==> src/sv/rlm_pkg.sv <==
// Shared types, codes, palette and LED placement for the LED matrix refresh core.
// No dependencies.
package rlm_pkg;

	localparam int LED_COUNT_DEF = 27;
	localparam int PALETTE_SIZE  = 16;
	localparam int NUM_COLS      = 9;
	localparam int NUM_GROUPS    = 3;
	localparam int LAST_COL      = 8;

	typedef enum logic [1:0] {
		CMD_TICK  = 2'd0,
		CMD_WRITE = 2'd1,
		CMD_CLEAR = 2'd2
	} cmd_t;

	localparam logic REG_MAX_LEVEL = 1'b0;
	localparam logic REG_PWM_STEP  = 1'b1;

	// one group entry: red [5:0], green [11:6], blue [17:12]
	typedef logic [17:0] rgb_t;

	typedef struct packed {
		logic       wr;
		logic       clr;
		logic [3:0] col;
		logic [1:0] grp;
		rgb_t       rgb;
	} store_cmd_t;

	typedef struct packed {
		logic [3:0] col;
		logic [1:0] grp;
	} place_t;

	function automatic rgb_t palette(input logic [3:0] code);
		rgb_t v;
		case (code)
			4'd0:    v = {6'd0,  6'd0,  6'd30};
			4'd1:    v = {6'd0,  6'd25, 6'd0};
			4'd2:    v = {6'd25, 6'd0,  6'd0};
			4'd3:    v = {6'd0,  6'd50, 6'd50};
			4'd4:    v = {6'd5,  6'd15, 6'd0};
			4'd5:    v = {6'd25, 6'd0,  6'd30};
			4'd6:    v = {6'd2,  6'd7,  6'd50};
			4'd7:    v = {6'd50, 6'd50, 6'd50};
			4'd8:    v = {6'd0,  6'd0,  6'd10};
			4'd9:    v = {6'd0,  6'd20, 6'd0};
			4'd10:   v = {6'd8,  6'd0,  6'd0};
			4'd11:   v = {6'd0,  6'd20, 6'd20};
			4'd12:   v = {6'd4,  6'd7,  6'd0};
			4'd13:   v = {6'd8,  6'd0,  6'd10};
			4'd14:   v = {6'd1,  6'd2,  6'd20};
			default: v = {6'd20, 6'd20, 6'd20};
		endcase
		return v;
	endfunction

	// group = (idx mod 9) / 3, column = (idx / 9) * 3 + idx mod 3, for idx < 27
	function automatic place_t led_place(input logic [4:0] idx);
		place_t     p;
		logic [1:0] q9;
		logic [4:0] r9;
		logic [4:0] r3;
		logic [1:0] g;
		if (idx >= 5'd18) begin
			q9 = 2'd2;
			r9 = idx - 5'd18;
		end else if (idx >= 5'd9) begin
			q9 = 2'd1;
			r9 = idx - 5'd9;
		end else begin
			q9 = 2'd0;
			r9 = idx;
		end
		if (r9 >= 5'd6) begin
			g  = 2'd2;
			r3 = r9 - 5'd6;
		end else if (r9 >= 5'd3) begin
			g  = 2'd1;
			r3 = r9 - 5'd3;
		end else begin
			g  = 2'd0;
			r3 = r9;
		end
		p.grp = g;
		p.col = 4'({q9, 1'b0}) + 4'(q9) + r3[3:0];
		return p;
	endfunction

endpackage

==> src/sv/rlm_frame_store.sv <==
// Frame store: 9 columns by 3 channel groups of red/green/blue intensities.
// Depends on rlm_pkg.
module rlm_frame_store
	import rlm_pkg::*;
(
	input  logic                        clk,
	input  logic                        arst_n,
	input  store_cmd_t                  cmd,
	input  logic [3:0]                  rd_col,
	output logic [NUM_GROUPS-1:0][17:0] rd_row
);

	rgb_t store_q [NUM_COLS][NUM_GROUPS];

	always_ff @(posedge clk or negedge arst_n) begin
		if (!arst_n) begin
			for (int c = 0; c < NUM_COLS; c++)
				for (int g = 0; g < NUM_GROUPS; g++)
					store_q[c][g] <= '0;
		end else if (cmd.clr) begin
			for (int c = 0; c < NUM_COLS; c++)
				for (int g = 0; g < NUM_GROUPS; g++)
					store_q[c][g] <= '0;
		end else if (cmd.wr) begin
			store_q[cmd.col][cmd.grp] <= cmd.rgb;
		end
	end

	always_comb begin
		for (int g = 0; g < NUM_GROUPS; g++)
			rd_row[g] = store_q[rd_col][g];
	end

endmodule

==> src/sv/rgb_led_matrix_pwm_refresh_core.sv <==
// Top level of the LED matrix PWM refresh core.
// Depends on rlm_pkg and rlm_frame_store.
//
// Usage:
//   Commands arrive on the s_axis stream: tick, write LED colour, clear store.
//   A write stores the palette colour of one LED; a clear zeroes the store.
//   Each tick yields one m_axis transfer with the nine channel bits of the
//   current column and a one-hot column select; writes and clears yield none.
//   cfg_we/cfg_index/cfg_data set max_level (index 0) and pwm_step (index 1);
//   write them only while the core is idle.
// Timing:
//   A command is held in an input register and executed from there, a tick only
//   once the output register is free; its result then shows from that register.
//   Unless the receiver stalls, one command per cycle is taken sustained, set by
//   the single execute stage. When the receiver stalls, the result waits in the
//   output register and one more command is held in the input register;
//   s_axis_tready then drops only if that command is a tick.
// Reset:
//   arst_n clears the store, column 0, PWM level 1, max_level 50, pwm_step 3.
module rgb_led_matrix_pwm_refresh_core
	import rlm_pkg::*;
#(
	parameter int LED_COUNT = LED_COUNT_DEF
) (
	input  logic        clk,
	input  logic        arst_n,
	input  logic        s_axis_tvalid,
	output logic        s_axis_tready,
	input  logic [15:0] s_axis_tdata,  // command [1:0], led_index [6:2], color_code [10:7]
	output logic        m_axis_tvalid,
	input  logic        m_axis_tready,
	output logic [23:0] m_axis_tdata,  // channel_on [8:0], column_select [17:9]
	input  logic        cfg_we,
	input  logic        cfg_index,
	input  logic [5:0]  cfg_data
);

	logic        valid_s1;
	cmd_t        cmd_s1;
	logic [4:0]  idx_s1;
	logic [3:0]  code_s1;

	logic [5:0]  max_level_q;
	logic [5:0]  pwm_step_q;
	logic [3:0]  col_q;
	logic [6:0]  level_q;

	logic        out_valid_q;
	logic [8:0]  out_on_q;
	logic [8:0]  out_sel_q;

	logic        is_tick;
	logic        out_free;
	logic        exec;
	logic [3:0]  col;
	logic [3:0]  col_next;
	logic [7:0]  sum;
	logic [6:0]  level_next;
	logic [8:0]  on_bits;
	logic [8:0]  sel_bits;
	place_t      place;
	store_cmd_t  store_cmd;
	logic [NUM_GROUPS-1:0][17:0] row;

	assign is_tick       = (cmd_s1 == CMD_TICK);
	assign out_free      = !out_valid_q || m_axis_tready;
	assign exec          = valid_s1 && (!is_tick || out_free);
	assign s_axis_tready = !valid_s1 || exec;

	always_ff @(posedge clk or negedge arst_n) begin
		if (!arst_n) begin
			valid_s1 <= 1'b0;
		end else if (s_axis_tready) begin
			valid_s1 <= s_axis_tvalid;
		end
	end

	always_ff @(posedge clk) begin
		if (s_axis_tready && s_axis_tvalid) begin
			cmd_s1  <= cmd_t'(s_axis_tdata[1:0]);
			idx_s1  <= s_axis_tdata[6:2];
			code_s1 <= s_axis_tdata[10:7];
		end
	end

	always_ff @(posedge clk or negedge arst_n) begin
		if (!arst_n) begin
			max_level_q <= 6'd50;
			pwm_step_q  <= 6'd3;
		end else if (cfg_we) begin
			case (cfg_index)
				REG_MAX_LEVEL: max_level_q <= cfg_data;
				REG_PWM_STEP:  pwm_step_q  <= cfg_data;
				default:       max_level_q <= max_level_q;
			endcase
		end
	end

	always_comb begin
		place = led_place(idx_s1);
		store_cmd     = '0;
		store_cmd.col = place.col;
		store_cmd.grp = place.grp;
		store_cmd.rgb = palette(code_s1);
		case (cmd_s1)
			CMD_WRITE: store_cmd.wr  = exec && (idx_s1 < 5'(LED_COUNT));
			CMD_CLEAR: store_cmd.clr = exec;
			default:   store_cmd.wr  = 1'b0;
		endcase
	end

	assign col = (col_q > 4'(LAST_COL)) ? 4'd0 : col_q;

	rlm_frame_store u_store (
		.clk    (clk),
		.arst_n (arst_n),
		.cmd    (store_cmd),
		.rd_col (col),
		.rd_row (row)
	);

	always_comb begin
		for (int g = 0; g < NUM_GROUPS; g++)
			for (int c = 0; c < 3; c++)
				on_bits[g*3+c] = {1'b0, row[g][c*6 +: 6]} >= level_q;
		sel_bits   = 9'(1) << col;
		col_next   = (col >= 4'(LAST_COL)) ? 4'd0 : col + 4'd1;
		sum        = {1'b0, level_q} + {2'b0, pwm_step_q};
		if (sum > {2'b0, max_level_q})
			sum = sum - {2'b0, max_level_q};
		level_next = sum[6:0];
	end

	always_ff @(posedge clk or negedge arst_n) begin
		if (!arst_n) begin
			col_q   <= '0;
			level_q <= 7'd1;
		end else if (exec && is_tick) begin
			col_q   <= col_next;
			level_q <= level_next;
		end
	end

	always_ff @(posedge clk or negedge arst_n) begin
		if (!arst_n) begin
			out_valid_q <= 1'b0;
		end else if (out_free) begin
			out_valid_q <= exec && is_tick;
		end
	end

	always_ff @(posedge clk) begin
		if (exec && is_tick) begin
			out_on_q  <= on_bits;
			out_sel_q <= sel_bits;
		end
	end

	assign m_axis_tvalid = out_valid_q;
	assign m_axis_tdata  = {6'd0, out_sel_q, out_on_q};

endmodule

==> config.mk <==
export PLATFORM = sky130hd
export DESIGN_NAME = rgb_led_matrix_pwm_refresh_core
export DESIGN_NICKNAME = d
export VERILOG_FILES = /design/src/sv/rlm_pkg.sv /design/src/sv/rlm_frame_store.sv /design/src/sv/rgb_led_matrix_pwm_refresh_core.sv
export SDC_FILE = /design/constraint.sdc
export NUM_CORES = 1
export LEC_CHECK = 0
export ABC_AREA = 1
export BUFFER_PORTS_ARGS = -buffer_cell sky130_fd_sc_hd__clkbuf_2
export CAP_MARGIN = 15
export CELL_PAD_IN_SITES_DETAIL_PLACEMENT = 1
export CELL_PAD_IN_SITES_GLOBAL_PLACEMENT = 2
export CORE_AREA = 5 5 286 288
export CTS_CLUSTER_SIZE = 14
export DETAILED_ROUTE_END_ITERATION = 8
export DIE_AREA = 0 0 291 293
export GPL_TIMING_DRIVEN = 0
export PLACE_DENSITY_LB_ADDON = 0.1
export SKIP_CTS_REPAIR_TIMING = 1
export SLEW_MARGIN = 20
export SYNTH_ARGS = -nofsm -noshare
export SYNTH_HDL_FRONTEND = slang
export SYNTH_HIERARCHICAL = 1
export SYNTH_SLANG_ARGS = --single-unit
export TNS_END_PERCENT = 100
==> constraint.sdc <==
create_clock -name clk -period 5.1 [get_ports clk]
set_input_delay 0.765 -clock clk [delete_from_list [all_inputs] [get_ports clk]]
set_output_delay 0.765 -clock clk [all_outputs]
set_load 0.05 [all_outputs]
==> run_results.csv <==
group,metric,value,unit
run_status,status,"finished clean",
placed_design,dp_slack,-0.945,ns
floorplan,core_area,0.0786,mm²
routing,firstDrtPassIters,5,
timing,fmaxAchievable,202,MHz
finish,finalNetCount,4188,
cts,root_buffer,"clkbuf_16",
floorplan,die_y,293,µm
placed_design,dpl.hpwl,98.1,mm
timing,skew,0.0357,ns
routing,vias_per_cell,5.47,
global_route,overflow,0,
logic_synthesis,yosys-top-cells-area,"dfrtp_1, nand3_1, nand2_1",
timing,min_period_over_period,97.1,%
logic_synthesis,yosys.area_share.adder,3.91,%
global_route,antenna_found_initial,2,
global_route,grt_util_all_layers,30.6,%
timing,slew_viol_final,0,
critical_path,cp-end-kind,"flop",
timing,grt_setup_unrepaired,"yes",
power_and_ir_drop,peakVddDrop,0.250,mV
critical_path,start_kind,"flop",
logic_synthesis,netlist_top_cells_count,"nand3_1, nand2_1, dfrtp_1",
cts,clkTransAtPathRegs,0.06,ns
logic_synthesis,synth.top_cell.area_share,42.6,%
finish,multi_input_area,0.0131,mm²
logic_synthesis,syn_area_per_cell,7.67,µm²
logic_synthesis,synth_xor_xnor_area_share,0.324,%
logic_synthesis,synth_mux_area_share,0,%
floorplan,die_area,0.0853,mm²
cts,cts_buffer_depth,3,
timing,slew_headroom,20.1,%
routing,drt-total-wl,135,mm
timing,tightest_slew,1.20,ns
logic_synthesis,yosysMostFrequentCell,"nand3_1",
placed_design,port_buffers,42,
logic_synthesis,synth_enable_flop_cells,29,
routing,drt_iter0_drc,2820,
job,maxCapViolations,0,
power_and_ir_drop,p_per_area,496,mW/mm²
cts,tritoncts,"done",
critical_path,cp_max_fo,10,
routing,drc,0,
routing,vias,28300,
routing,ant_nets,0,
timing,hold_slack,0.205,ns
cts,insertion_delay,0.63,ns
critical_path,required,5.44,ns
logic_synthesis,synthArstFlopShare,91.7,%
critical_path,path_class,"reg -> reg",
finish,utilization,44.6,%
timing,layout_setup_ws,0.146,ns
floorplan,io_pins,54,
global_route,grt_pass1_wl,193,mm
cts,cts_made_buffers,71,
logic_synthesis,synth_compound_area_share,7.71,%
cts,cts_sinks,557,
global_route,grt_pass1_vias,27300,
floorplan,die_x,291,µm
logic_synthesis,ys_seq_elements,557,
timing,setup_viol,0,
finish,layout-area-overhead-vs-synth,18.1,%
finish,regArea,0.0140,mm²
critical_path,crit_arrival,5.29,ns
logic_synthesis,ys_seq_area_share,47.2,%
global_route,grt_max_degree,83,
finish,drive_gt1_share,13.5,%
logic_synthesis,synth_cells,3871,
logic_synthesis,synth_top_family_by_area,"simple AND/OR/NAND/NOR gates",
floorplan,num_rows,103,
logic_synthesis,ys_warn_count,6,
cts,cts_htree_levels,3,
logic_synthesis,ys_types,48,
power_and_ir_drop,p_leak,17.2,nW
logic_synthesis,syn_area,0.0297,mm²
logic_synthesis,synth-simple-area-share,30.5,%
routing,wire_per_inst,26.2,µm
placed_design,gp_congestion,1.02,
logic_synthesis,synth_flop_cell,"dfrtp_1",
timing,finalHoldViolCount,0,
timing,fin_crit,4.95,ns
finish,fillers,9703,
floorplan,start_util,37.8,%
logic_synthesis,yosys.area.top_type,"dfrtp_1",
min_path,hold_path_class,"in -> async",
## area by class of cell
type | instances | area share (%)
Multi-Input combinational cell | 2546 | 37.3
Buffer | 253 | 3.85
Inverter | 520 | 5.64
Antenna cell | 1 | 0.00714
Timing Repair inverter | 2 | 0.0285
Timing Repair Buffer | 118 | 2.84
Clock inverter | 19 | 0.446
Tap cell | 1050 | 3.75
Clock buffer | 108 | 6.24
Sequential cell | 557 | 39.9
## critical path: stages, from the launching register on
cell	delay (ns)
dfrtp_1	0.47
inv_1	0.13
nor4_4	0.35
inv_1	0.25
a21oi_4	0.35
clkbuf_4	0.32
clkbuf_2	0.27
buf_2	0.34
nand2_1	0.10
nand3_1	0.22
nand3_1	0.33
nand3_1	0.32
nand2_1	0.08
inv_1	0.06
ha_1	0.22
inv_1	0.05
a21boi_0	0.07
o21a_1	0.18
o21a_1	0.16
o21ai_0	0.15
nand2_1	0.08
a21oi_1	0.14
nor2_1	0.05
## path summary, 6_finish.rpt
check / start / to / slack [ns] / depth (start not counted)
hold reg to reg: u_store/store_q[151] / u_store/store_q[151] / 0.47 / 2
max in group asynchronous: arst_n / level_q[0] / 3.53 / 3
setup reg to reg: col_q[3] / out_on_q[5] / 0.15 / 22
hold / removal: arst_n / u_store/store_q[86] / 0.20 / 1
setup / recovery: col_q[3] / out_on_q[5] / 0.15 / 22
min in group clk: s_axis_tdata[2] / idx_s1[0] / 0.31 / 1
## kinds of logic (layout without fill, tap and decap cells)
family / count (synthesis) / in the layout
simple gates: 2003 / 2004
xor+xnor: 11 / 11
other cells: 1 / 8
compound gates: 433 / 433
flops: 557 / 557
fa+ha+maj: 91 / 91
buf+inv: 775 / 1020
## state kept, by name, summed over array words and instances (netlist names)
name and flops:
m_axis_tvalid 1, valid_s1 1, u_store/store_q 486, max_level_q 6
idx_s1 5, level_q 7, code_s1 4, pwm_step_q 6
col_q 4, out_on_q 9, store_cmd 17, cmd_s1 2
out_sel_q 9
## routing by layer
layer / track usage [%] / vias to the layer above / part of all wire, %
li1: - / 12900 / -
met1: 45.8 / 14100 / 46
met2: 44.5 / 1041 / 42
met3: 4.51 / 198 / 7.1
met4: 12.8 / 0 / 5.0
met5: 0 / - / 0
## through the flow
stage	power, mW	instance area [µm²]	instances	TNS, ns
2_1_floorplan	8.91	29700	3877	0
3_3_place_gp	11.9	31200	4969	-5066.65
3_5_place_dp	12.0	31400	4975	-258.71
4_1_cts	17.1	33800	5102	-278.83
5_1_grt	18.2	35100	5173	-17.43
6_report	17.4	35100	5174	0
## power by group
group	total (mW)	internal, mW	switching (mW)
Sequential	4.81	4.67	0.137
Combinational	7.55	2.07	5.48
Clock	5.06	3.01	2.04
Total	17.4	9.75	7.66
## cell usage in the layout, fill, tap and decap left out, types with 18 or more instances in the layout
cell and count:
clkbuf_1 92, ha_1 84, clkbuf_16 74, clkbuf_2 66, nand2_4 21, inv_1 481
buf_1 19, buf_6 27, o21ai_0 332, buf_4 75, o21a_1 19, or2_2 47
nand2_1 879, nand3_1 955, clkbuf_8 22, dfrtp_1 505, buf_2 87, edfxtp_1 29
clkinv_1 18, o21ai_1 32, a21oi_1 19, nor2_1 32, nor2_4 18
Power figures use the tool's default switching activity.
